===== src/rtl/jqst_pkg.sv =====
// Shared types and constants for the job queue service timer.
// Holds the request/result structs, the controller/datapath link and queue sizing.
// No dependencies.
package jqst_pkg;

  // Queue sizing (depth must be a power of two: pointers wrap by truncation)
  localparam int unsigned QUEUE_DEPTH = 64;
  localparam int unsigned QADDR_W     = $clog2(QUEUE_DEPTH);
  localparam int unsigned FILL_W      = QADDR_W + 1;

  // Field widths
  localparam int unsigned PAGES_W   = 5;
  localparam int unsigned STAMP_W   = 32;
  localparam int unsigned SVC_W     = 11;
  localparam int unsigned WAIT_W    = 16;
  localparam int unsigned MEAN_W    = 24;
  localparam int unsigned TOTAL_W   = 48;
  localparam int unsigned JOBS_W    = 32;
  localparam int unsigned RATE_W    = 8;
  localparam int unsigned ENTRY_W   = STAMP_W + PAGES_W;

  // Serial divider sizing
  localparam int unsigned DIV_REM_W = 32;
  localparam int unsigned DIV_LOW_W = 24;
  localparam int unsigned DIV_CNT_W = 5;

  localparam logic [PAGES_W-1:0] MAX_PAGES     = 5'd20;
  localparam logic [5:0]         SECS_PER_MIN  = 6'd60;
  localparam logic [RATE_W-1:0]  PAGE_RATE_RST = 8'd5;

  // Quotient bits per divide
  localparam logic [DIV_CNT_W-1:0] SVC_STEPS  = 5'd11;
  localparam logic [DIV_CNT_W-1:0] MEAN_STEPS = 5'd24;

  // One tick request
  typedef struct packed {
    logic               arrival;
    logic [PAGES_W-1:0] job_pages;
    logic               final_tick;
  } in_req_t;

  // One tick result
  typedef struct packed {
    logic              job_started;
    logic [WAIT_W-1:0] wait_seconds;
    logic              server_busy;
    logic [6:0]        queue_count;
    logic              arrival_dropped;
    logic [MEAN_W-1:0] mean_wait;
    logic              run_end;
  } out_res_t;

  // Controller to datapath commands
  typedef struct packed {
    logic accept;     // take request, queue arrival
    logic job_start;  // pop head job, start service divide
    logic advance;    // countdown, start mean divide
    logic finish;     // latch result, advance or clear state
  } dp_cmd_t;

  // Datapath to controller status
  typedef struct packed {
    logic start_ok;   // server idle and queue not empty
    logic div_done;   // serial divider idle
  } dp_stat_t;

endpackage


===== src/rtl/jqst_ram.sv =====
// Generic single-write, single-read RAM with registered read data.
// Standalone; no package use.
module jqst_ram #(
  parameter int unsigned WIDTH = 8,
  parameter int unsigned DEPTH = 16
) (
  input  logic                     clk,
  input  logic                     we,
  input  logic [$clog2(DEPTH)-1:0] waddr,
  input  logic [WIDTH-1:0]         wdata,
  input  logic [$clog2(DEPTH)-1:0] raddr,
  output logic [WIDTH-1:0]         rdata
);

  logic [WIDTH-1:0] mem [DEPTH];
  logic [WIDTH-1:0] rdata_r;

  // write port and registered read port
  always_ff @(posedge clk) begin
    if (we) begin
      mem[waddr] <= wdata;
    end
    rdata_r <= mem[raddr];
  end

  assign rdata = rdata_r;

endmodule


===== src/rtl/jqst_div.sv =====
// Restoring serial divider, one quotient bit per cycle.
// Depends on jqst_pkg for widths.
module jqst_div (
  input  logic                            clk,
  input  logic                            rst_n,
  input  logic                            load,
  input  logic [jqst_pkg::DIV_REM_W-1:0]  rem_init,   // dividend bits above the quotient
  input  logic [jqst_pkg::DIV_LOW_W-1:0]  low_init,   // remaining bits, MSB first
  input  logic [jqst_pkg::DIV_REM_W-1:0]  divisor,
  input  logic [jqst_pkg::DIV_CNT_W-1:0]  steps,
  output logic                            done,
  output logic [jqst_pkg::DIV_LOW_W-1:0]  quotient
);

  logic [jqst_pkg::DIV_REM_W-1:0] rem_r, rem_nxt;
  logic [jqst_pkg::DIV_LOW_W-1:0] low_r, low_nxt;
  logic [jqst_pkg::DIV_LOW_W-1:0] q_r, q_nxt;
  logic [jqst_pkg::DIV_REM_W-1:0] div_r, div_nxt;
  logic [jqst_pkg::DIV_CNT_W-1:0] cnt_r, cnt_nxt;
  logic [jqst_pkg::DIV_REM_W+1:0] diff;
  logic                           ge;

  // trial subtract of shifted remainder; remainder stays below divisor
  assign diff = {1'b0, rem_r, low_r[jqst_pkg::DIV_LOW_W-1]} - {2'b00, div_r};
  assign ge   = ~diff[jqst_pkg::DIV_REM_W+1];

  always_comb begin
    rem_nxt = rem_r;
    low_nxt = low_r;
    q_nxt   = q_r;
    div_nxt = div_r;
    cnt_nxt = cnt_r;
    if (load) begin
      rem_nxt = rem_init;
      low_nxt = low_init;
      q_nxt   = '0;
      div_nxt = divisor;
      cnt_nxt = steps;
    end else if (cnt_r != '0) begin
      rem_nxt = ge ? diff[jqst_pkg::DIV_REM_W-1:0]
                   : {rem_r[jqst_pkg::DIV_REM_W-2:0], low_r[jqst_pkg::DIV_LOW_W-1]};
      low_nxt = {low_r[jqst_pkg::DIV_LOW_W-2:0], 1'b0};
      q_nxt   = {q_r[jqst_pkg::DIV_LOW_W-2:0], ge};
      cnt_nxt = cnt_r - 1'b1;
    end
  end

  always_ff @(posedge clk) begin
    if (!rst_n) begin
      cnt_r <= '0;
    end else begin
      cnt_r <= cnt_nxt;
    end
    rem_r <= rem_nxt;
    low_r <= low_nxt;
    q_r   <= q_nxt;
    div_r <= div_nxt;
  end

  assign done     = (cnt_r == '0);
  assign quotient = q_r;

endmodule


===== src/rtl/jqst_dp.sv =====
// Datapath: queue RAM, pointers, service countdown, wait statistics, result register.
// Depends on jqst_pkg, jqst_ram and jqst_div.
module jqst_dp (
  input  logic                           clk,
  input  logic                           rst_n,
  input  jqst_pkg::dp_cmd_t              cmd,
  output jqst_pkg::dp_stat_t             stat,
  input  jqst_pkg::in_req_t              in_data,
  input  logic                           cfg_we,
  input  logic [jqst_pkg::RATE_W-1:0]    cfg_wdata,
  output jqst_pkg::out_res_t             out_data
);

  logic [jqst_pkg::RATE_W-1:0]   page_rate_r, page_rate_nxt;
  logic [jqst_pkg::QADDR_W-1:0]  head_r, head_nxt;
  logic [jqst_pkg::FILL_W-1:0]   fill_r, fill_nxt;
  logic [jqst_pkg::STAMP_W-1:0]  tick_r, tick_nxt;
  logic [jqst_pkg::SVC_W-1:0]    svc_left_r, svc_left_nxt;
  logic                          working_r, working_nxt;
  logic [jqst_pkg::TOTAL_W-1:0]  total_r, total_nxt;
  logic [jqst_pkg::JOBS_W-1:0]   jobs_r, jobs_nxt;
  logic                          started_r, started_nxt;
  logic [jqst_pkg::WAIT_W-1:0]   wait_r, wait_nxt;
  logic                          drop_r, drop_nxt;
  logic                          last_r, last_nxt;
  jqst_pkg::out_res_t            out_r, out_nxt;

  logic [jqst_pkg::PAGES_W-1:0]  pages_clamp;
  logic                          q_full;
  logic                          ram_we;
  logic [jqst_pkg::QADDR_W-1:0]  tail;
  logic [jqst_pkg::ENTRY_W-1:0]  ram_rdata;
  logic [jqst_pkg::STAMP_W-1:0]  head_stamp;
  logic [jqst_pkg::PAGES_W-1:0]  head_pages;
  logic [jqst_pkg::STAMP_W-1:0]  waited;
  logic [jqst_pkg::SVC_W-1:0]    work_sec;
  logic [jqst_pkg::RATE_W-1:0]   rate_eff;
  logic [jqst_pkg::SVC_W-1:0]    svc_cur;
  logic                          busy_cur;

  logic                           div_load;
  logic [jqst_pkg::DIV_REM_W-1:0] div_rem_init;
  logic [jqst_pkg::DIV_LOW_W-1:0] div_low_init;
  logic [jqst_pkg::DIV_REM_W-1:0] div_divisor;
  logic [jqst_pkg::DIV_CNT_W-1:0] div_steps;
  logic                           div_done;
  logic [jqst_pkg::DIV_LOW_W-1:0] div_q;

  // arrival side
  assign pages_clamp = (in_data.job_pages > jqst_pkg::MAX_PAGES) ? jqst_pkg::MAX_PAGES
                                                                 : in_data.job_pages;
  assign q_full = (fill_r == jqst_pkg::FILL_W'(jqst_pkg::QUEUE_DEPTH));
  assign tail   = head_r + fill_r[jqst_pkg::QADDR_W-1:0];
  assign ram_we = cmd.accept & in_data.arrival & ~q_full;

  jqst_ram #(
    .WIDTH (jqst_pkg::ENTRY_W),
    .DEPTH (jqst_pkg::QUEUE_DEPTH)
  ) u_queue_ram (
    .clk   (clk),
    .we    (ram_we),
    .waddr (tail),
    .wdata ({tick_r, pages_clamp}),
    .raddr (head_r),
    .rdata (ram_rdata)
  );

  // head entry; registered read of head_r, sampled when the job starts in ST_SVC_LD
  assign head_stamp = ram_rdata[jqst_pkg::ENTRY_W-1:jqst_pkg::PAGES_W];
  assign head_pages = ram_rdata[jqst_pkg::PAGES_W-1:0];
  assign waited     = tick_r - head_stamp;

  // service work in seconds: pages * 60, at most 1200
  assign work_sec = jqst_pkg::SVC_W'({6'd0, head_pages} * jqst_pkg::SVC_W'(jqst_pkg::SECS_PER_MIN));
  assign rate_eff = (page_rate_r == '0) ? jqst_pkg::RATE_W'(1) : page_rate_r;

  // shared divider operand select: service time or running mean
  always_comb begin
    div_load     = cmd.job_start | cmd.advance;
    div_rem_init = '0;
    div_low_init = {work_sec, {(jqst_pkg::DIV_LOW_W - jqst_pkg::SVC_W){1'b0}}};
    div_divisor  = {{(jqst_pkg::DIV_REM_W - jqst_pkg::RATE_W){1'b0}}, rate_eff};
    div_steps    = jqst_pkg::SVC_STEPS;
    if (cmd.advance) begin
      // (total << 8) / jobs; quotient always fits 24 bits since each wait <= 65535
      div_rem_init = total_r[jqst_pkg::TOTAL_W-1:16];
      div_low_init = {total_r[15:0], 8'd0};
      div_divisor  = jobs_r;
      div_steps    = jqst_pkg::MEAN_STEPS;
    end
  end

  jqst_div u_div (
    .clk      (clk),
    .rst_n    (rst_n),
    .load     (div_load),
    .rem_init (div_rem_init),
    .low_init (div_low_init),
    .divisor  (div_divisor),
    .steps    (div_steps),
    .done     (div_done),
    .quotient (div_q)
  );

  // service time from the divider (max 1200, below the 2047 ceiling)
  assign svc_cur  = started_r ? div_q[jqst_pkg::SVC_W-1:0] : svc_left_r;
  assign busy_cur = started_r | working_r;

  // next state
  always_comb begin
    page_rate_nxt = page_rate_r;
    head_nxt      = head_r;
    fill_nxt      = fill_r;
    tick_nxt      = tick_r;
    svc_left_nxt  = svc_left_r;
    working_nxt   = working_r;
    total_nxt     = total_r;
    jobs_nxt      = jobs_r;
    started_nxt   = started_r;
    wait_nxt      = wait_r;
    drop_nxt      = drop_r;
    last_nxt      = last_r;
    out_nxt       = out_r;

    if (cfg_we) begin
      page_rate_nxt = cfg_wdata;
    end

    // take request; queue arrival unless full
    if (cmd.accept) begin
      started_nxt = 1'b0;
      wait_nxt    = '0;
      last_nxt    = in_data.final_tick;
      drop_nxt    = in_data.arrival & q_full;
      if (ram_we) begin
        fill_nxt = fill_r + 1'b1;
      end
    end

    // pop head job, record its saturated wait
    if (cmd.job_start) begin
      started_nxt = 1'b1;
      head_nxt    = head_r + 1'b1;
      fill_nxt    = fill_r - 1'b1;
      wait_nxt    = (waited[jqst_pkg::STAMP_W-1:jqst_pkg::WAIT_W] != '0) ? '1
                                                                       : waited[jqst_pkg::WAIT_W-1:0];
      if (jobs_r != '1) begin
        total_nxt = total_r + jqst_pkg::TOTAL_W'(wait_nxt);
        jobs_nxt  = jobs_r + 1'b1;
      end
    end

    // one tick of service countdown
    if (cmd.advance && busy_cur) begin
      if (svc_cur <= jqst_pkg::SVC_W'(1)) begin
        svc_left_nxt = '0;
        working_nxt  = 1'b0;
      end else begin
        svc_left_nxt = svc_cur - 1'b1;
        working_nxt  = 1'b1;
      end
    end

    // latch result; final tick returns queue and statistics to reset
    if (cmd.finish) begin
      out_nxt.job_started     = started_r;
      out_nxt.wait_seconds    = wait_r;
      out_nxt.server_busy     = working_r;
      out_nxt.queue_count     = fill_r;
      out_nxt.arrival_dropped = drop_r;
      out_nxt.mean_wait       = (jobs_r == '0) ? '0 : div_q;
      out_nxt.run_end         = last_r;
      tick_nxt                = tick_r + 1'b1;
      if (last_r) begin
        head_nxt     = '0;
        fill_nxt     = '0;
        tick_nxt     = '0;
        svc_left_nxt = '0;
        working_nxt  = 1'b0;
        total_nxt    = '0;
        jobs_nxt     = '0;
      end
    end
  end

  always_ff @(posedge clk) begin
    if (!rst_n) begin
      page_rate_r <= jqst_pkg::PAGE_RATE_RST;
      head_r      <= '0;
      fill_r      <= '0;
      tick_r      <= '0;
      svc_left_r  <= '0;
      working_r   <= 1'b0;
      total_r     <= '0;
      jobs_r      <= '0;
      started_r   <= 1'b0;
    end else begin
      page_rate_r <= page_rate_nxt;
      head_r      <= head_nxt;
      fill_r      <= fill_nxt;
      tick_r      <= tick_nxt;
      svc_left_r  <= svc_left_nxt;
      working_r   <= working_nxt;
      total_r     <= total_nxt;
      jobs_r      <= jobs_nxt;
      started_r   <= started_nxt;
    end
    wait_r <= wait_nxt;
    drop_r <= drop_nxt;
    last_r <= last_nxt;
    out_r  <= out_nxt;
  end

  assign stat.start_ok = ~working_r & (fill_r != '0);
  assign stat.div_done = div_done;
  assign out_data      = out_r;

endmodule


===== src/rtl/jqst_ctrl.sv =====
// Controller: sequences one tick request through queue read, service divide,
// countdown and mean divide. Depends on jqst_pkg.
module jqst_ctrl (
  input  logic               clk,
  input  logic               rst_n,
  input  logic               start,
  output logic               busy,
  output logic               out_strobe,
  output jqst_pkg::dp_cmd_t  cmd,
  input  jqst_pkg::dp_stat_t stat
);

  typedef enum logic [2:0] {
    ST_IDLE,
    ST_READ,
    ST_SVC_LD,
    ST_SVC_RUN,
    ST_MEAN_LD,
    ST_MEAN_RUN
  } state_t;

  state_t state_r, state_nxt;
  logic   strobe_r, strobe_nxt;

  // commands decoded from the current state
  assign cmd.accept    = (state_r == ST_IDLE) & start;
  assign cmd.job_start = (state_r == ST_SVC_LD);
  assign cmd.advance   = (state_r == ST_MEAN_LD);
  assign cmd.finish    = (state_r == ST_MEAN_RUN) & stat.div_done;

  always_comb begin
    state_nxt  = state_r;
    strobe_nxt = 1'b0;
    case (state_r)
      ST_IDLE: begin
        if (start) begin
          state_nxt = ST_READ;
        end
      end
      ST_READ: begin
        state_nxt = stat.start_ok ? ST_SVC_LD : ST_MEAN_LD;
      end
      ST_SVC_LD: begin
        state_nxt = ST_SVC_RUN;
      end
      ST_SVC_RUN: begin
        if (stat.div_done) begin
          state_nxt = ST_MEAN_LD;
        end
      end
      ST_MEAN_LD: begin
        state_nxt = ST_MEAN_RUN;
      end
      ST_MEAN_RUN: begin
        if (stat.div_done) begin
          state_nxt  = ST_IDLE;
          strobe_nxt = 1'b1;
        end
      end
      default: begin
        state_nxt = ST_IDLE;
      end
    endcase
  end

  // state and registered result strobe
  always_ff @(posedge clk) begin
    if (!rst_n) begin
      state_r  <= ST_IDLE;
      strobe_r <= 1'b0;
    end else begin
      state_r  <= state_nxt;
      strobe_r <= strobe_nxt;
    end
  end

  assign busy       = (state_r != ST_IDLE);
  assign out_strobe = strobe_r;

endmodule


===== src/rtl/job_queue_service_timer_core.sv =====
// Single-server job queue timer, advanced one one-second tick per request.
// Depends on jqst_pkg, jqst_ctrl and jqst_dp.
//
// Usage:
//   Input: drive in_data and pulse start while busy is low; the request is
//   taken at that edge. Each request is one tick: an optional job arrival with
//   its page count, and a flag marking the last tick of a run.
//   Output: one result per request, shown on out_data for exactly one cycle
//   with out_strobe high. The receiver cannot stall; results must be taken.
//   Config: cfg_we with cfg_wdata writes page_rate; write only while idle.
// Sequence:
//   Every tick passes through ST_READ, ST_MEAN_LD and ST_MEAN_RUN; a tick
//   that starts a job also passes through ST_SVC_LD and ST_SVC_RUN between
//   the queue RAM read and the countdown. One serial divider is shared by the
//   service-time divide (11 quotient bits) and the running-mean divide (24
//   quotient bits), one bit per cycle. A new request may be accepted in the
//   strobe cycle; no request is taken while the previous one is in progress.
// Reset:
//   Synchronous active-low rst_n empties the queue, zeroes the tick count and
//   statistics, idles the server and sets page_rate to 5. The queue RAM is not
//   cleared; only written entries are ever read. A final tick does the same
//   clearing after its result, except that page_rate is kept.
module job_queue_service_timer_core (
  input  logic                        clk,
  input  logic                        rst_n,
  input  logic                        start,
  output logic                        busy,
  input  jqst_pkg::in_req_t           in_data,
  output logic                        out_strobe,
  output jqst_pkg::out_res_t          out_data,
  input  logic                        cfg_we,
  input  logic [jqst_pkg::RATE_W-1:0] cfg_wdata
);

  jqst_pkg::dp_cmd_t  cmd;
  jqst_pkg::dp_stat_t stat;

  jqst_ctrl u_ctrl (
    .clk        (clk),
    .rst_n      (rst_n),
    .start      (start),
    .busy       (busy),
    .out_strobe (out_strobe),
    .cmd        (cmd),
    .stat       (stat)
  );

  jqst_dp u_dp (
    .clk       (clk),
    .rst_n     (rst_n),
    .cmd       (cmd),
    .stat      (stat),
    .in_data   (in_data),
    .cfg_we    (cfg_we),
    .cfg_wdata (cfg_wdata),
    .out_data  (out_data)
  );

  // a taken request always makes the block busy on the next cycle
  a_accept_busy: assert property (@(posedge clk) disable iff (!rst_n)
    (start && !busy) |=> busy)
    else $error("request accepted but block not busy");

  // a result only follows work in progress
  a_strobe_after_busy: assert property (@(posedge clk) disable iff (!rst_n)
    out_strobe |-> $past(busy))
    else $error("result strobe without preceding work");

  // no wait is reported without a job start
  a_wait_needs_start: assert property (@(posedge clk) disable iff (!rst_n)
    (out_strobe && !out_data.job_started) |-> (out_data.wait_seconds == '0))
    else $error("wait reported without job start");

  // queue never reports more than its depth
  a_fill_bound: assert property (@(posedge clk) disable iff (!rst_n)
    out_strobe |-> (out_data.queue_count <= 7'(jqst_pkg::QUEUE_DEPTH)))
    else $error("queue count exceeds depth");

endmodule

===== config.mk =====
export PLATFORM = sky130hd
export DESIGN_NAME = job_queue_service_timer_core
export DESIGN_NICKNAME = d
export VERILOG_FILES = /design/src/rtl/jqst_pkg.sv /design/src/rtl/jqst_ram.sv /design/src/rtl/jqst_div.sv /design/src/rtl/jqst_dp.sv /design/src/rtl/jqst_ctrl.sv /design/src/rtl/job_queue_service_timer_core.sv
export SDC_FILE = /design/constraint.sdc
export NUM_CORES = 2
export LEC_CHECK = 0
export ABC_AREA = 1
export BUFFER_PORTS_ARGS = -buffer_cell sky130_fd_sc_hd__buf_4
export CORE_AREA = 2 2 503 405
export DETAILED_ROUTE_END_ITERATION = 10
export DIE_AREA = 0 0 505 407
export PLACE_DENSITY_LB_ADDON = 0.15
export SYNTH_ARGS = -nofsm -noshare
export SYNTH_HDL_FRONTEND = slang
export SYNTH_SLANG_ARGS = --single-unit

===== constraint.sdc =====
create_clock -name clk -period 4.5 [get_ports clk]
set_input_delay 0.45 -clock clk [delete_from_list [all_inputs] [get_ports clk]]
set_output_delay 0.45 -clock clk [all_outputs]
set_load 0.02 [all_outputs]

==> results_dict.tcl <==
set metrics [dict create \
    vias 80973 \
    antenna_found_initial 22 \
    crit_type "flip-flop to flip-flop" \
    fp.dieArea_sq_mm 0.206 \
    final_util_pct 64.7 \
    yosys-top-cells-area "edfxtp_1 (66%), o21ai_0 (6.9%), nor2_1 (6.1%)" \
    synthCells 9794 \
    worst_slack_ns 0.246 \
    ir_drop_mv 0.372 \
    grt_pass1_wl_um 505000 \
    finish.instance_area_sq_mm 0.129 \
    fin_setup_tns_ns 0 \
    areaGrowthSynthToFinish_pct 13.9 \
    slew_headroom_pct 9.32 \
    cp_slowest_cell "ha_1" \
    timing.fmax_mhz 235 \
    finalSetupViolCount 0 \
    crit_top_cell "nand2_1" \
    synth_seq_area_share_pct 70.3 \
    highest_layer "met5" \
    fp-row-count 147 \
    drv_cap 0 \
    synthDistinctLibCells 58 \
    io_buffers 71 \
    dp.cells 12391 \
    final_cells 12905 \
    die_w_um 505 \
    skew_ns 0.0788 \
    cts_max_level 5 \
    worst_pin_slew_ns 1.35 \
    path_buf_inv 8 \
    report.final.slew_viol_count 0 \
    place_ws_ns -0.152 \
    crit_path_start "u_dp.u_queue_ram.rdata[17]$_DFF_P_" \
    wl_met1_um 141000 \
    syn_area_sq_mm 0.114 \
    grt_overflow_total 0 \
    yosys_register_bits 2733 \
    worstReg2RegStart "u_dp.u_queue_ram.rdata[17]$_DFF_P_" \
    cp-end-kind "flip-flop" \
    dp_hpwl_um 197000 \
    synth-main-ff-cell "edfxtp_1" \
    synth_edf_count 2517 \
    startpoint_type "flip-flop" \
    drt_iter0_drc 12090 \
    ios 72 \
    gp_congestion 0.938 \
    fin_nets 10165 \
    power.static_leakage_nw 45.6 \
    cts_buffers 278 \
    vias_per_cell 6.27 \
    place_area_sq_mm 0.120 \
    die_h_um 407 \
    cts.sinks 2733 \
    hold_path_startpoint "in_data[5]" \
    syn_avg_cell_area_sq_um 11.6 \
    cts_buffer_depth 4 \
    synth.most_common_cell "edfxtp_1" \
    drive_above_1_share_pct 11.4 \
    hp-class "input port to flip-flop" \
    clk_latency_ns 0.94 \
    cts.reportedPaths.clkPinSlew_ns 0.06 \
    cts-root-buf "clkbuf_16" \
    met2_length_um 153000 \
    synth_top_area_share_pct 66.5 \
    period_share_pct 94.5 \
    cts_tree "done" \
    async_reset_ff_share_pct 0 \
    route.met3.wl_um 41000 \
    max_stage_delay_ns 0.37 \
    cp.required_ns 5.28 \
    synthTopCellsByCount "edfxtp_1 (2517), nor2_1 (1863), o21ai_0 (1568)" \
    grt_usage_pct 33.1 \
    synth.net_count 9930 \
    crit_family "simple AND/OR/NAND/NOR gates" \
    arrival_ns 5.04 \
    hold_viol_final 0 \
    grt_start_max_net_pins 156 \
    rsz0062_at_grt "yes" \
    grt_pass1_vias 76260 \
    wl_per_cell_um 26.9 \
    wirelength_um 347000 \
    yosysTopAreaCell "edfxtp_1" \
    final_antenna_net_count 0 \
    drc 0 \
    start_util_pct 56.8 \
    crit_fanout 6 \
    outcome "complete, no violations" \
    ys_warn_count 0 \
    first_pass_iters 9 \
    fin_crit_ns 4.25 \
    cellPowerDensity_mw_per_mm2 530 \
    core_sq_mm 0.200 \
]
==> path summary, 6_finish.rpt <==
kind	end	slack [ns]	cells after the start
setup / recovery	u_dp.total_r[44]$_SDFF_PN0_	0.25	31
hold / removal	u_dp.u_queue_ram.mem[21][4]$_DFFE_PP_	0.17	1
setup reg to reg	u_dp.total_r[44]$_SDFF_PN0_	0.25	31
hold reg to reg	u_dp.out_data[39]$_DFFE_PP_	0.42	0
==> worst register-to-register path: cells and delay by family, from the launching register on <==
family          cells  cell delay [ns]
compound gates      2             0.48
flops               1             0.31
fa+ha+maj           2             0.67
simple gates       19             1.89
buf+inv             8             0.76
==> per-stage QoR <==
stage | total power [W] | hold WS (ns)
2_1_floorplan | 0.0406 | 0.400
3_3_place_gp | 0.0464 | 0.406
3_5_place_dp | 0.0467 | 0.406
4_1_cts | 0.0683 | 0.122
5_1_grt | 0.0715 | 0.165
6_report | 0.0687 | 0.169
==> registers in the layout, indices dropped and copies added (netlist names), 8 cells and up <==
name,flops
u_dp.jobs_r,32
u_dp.out_data,51
u_dp.page_rate_r,8
u_dp.svc_left_r,11
u_dp.tick_r,32
u_dp.total_r,48
u_dp.u_div.div_r,32
u_dp.u_div.low_r,16
u_dp.u_div.quotient,24
u_dp.u_div.rem_r,32
u_dp.u_queue_ram.mem,2368
u_dp.u_queue_ram.rdata,37
u_dp.wait_r,16
==> kinds of logic after synthesis <==
kind of cell	Yosys count	synth area share, %
and+or+nand+nor	3054	10.8
AOI/OAI and AO/OA	2749	13.2
DFF	2733	70.3
buffers and inverters	1051	3.66
adders and majority gates	117	1.36
xor gates and xnor gates	90	0.693
==> cells in the final DEF, fill, tap and decap left out, drive strengths merged, types with 106 or more instances in the layout <==
cell / count
edfxtp: 2517
dfxtp: 216
nand3: 134
a21oi: 219
clkbuf: 363
buf: 503
inv: 478
nor2: 1882
ha: 106
o22ai: 767
o21ai: 1658
nand2: 825
==> report_power, final <==
| group | switching [W] | internal [W] |
|---|---|---|
| Clock | 0.00944 | 0.0123 |
| Sequential | 0.000536 | 0.0288 |
| Combinational | 0.0117 | 0.00580 |
| Total | 0.0217 | 0.0470 |
==> cell type report <==
cell class	count	area, sq um
sequential	2733	80000
fill	15207	70600
multi-input combinational	6010	30800
clock buffer	362	7500
timing repair buffer	532	5270
tap	2682	3360
inverter	474	1810
clock inverter	110	825
antenna	2	5.00
==> layer usage <==
metal | global-route usage, % | vias up
met5 | 0 | -
met4 | 11.4 | 12
met3 | 7.28 | 703
met2 | 49.8 | 4658
met1 | 48.1 | 39751
li1 | - | 35849
==> what timing repair did <==
item                       4_1_cts  5_1_grt
pin swaps                        4       36
hold endpoints to repair        30        0
cloned                           0        1
buffers inserted                 2        9
hold buffers                    28        0
setup endpoints to repair       25       40
resized for setup               14      107
No activity file was read; power rests on OpenSTA's default activity.
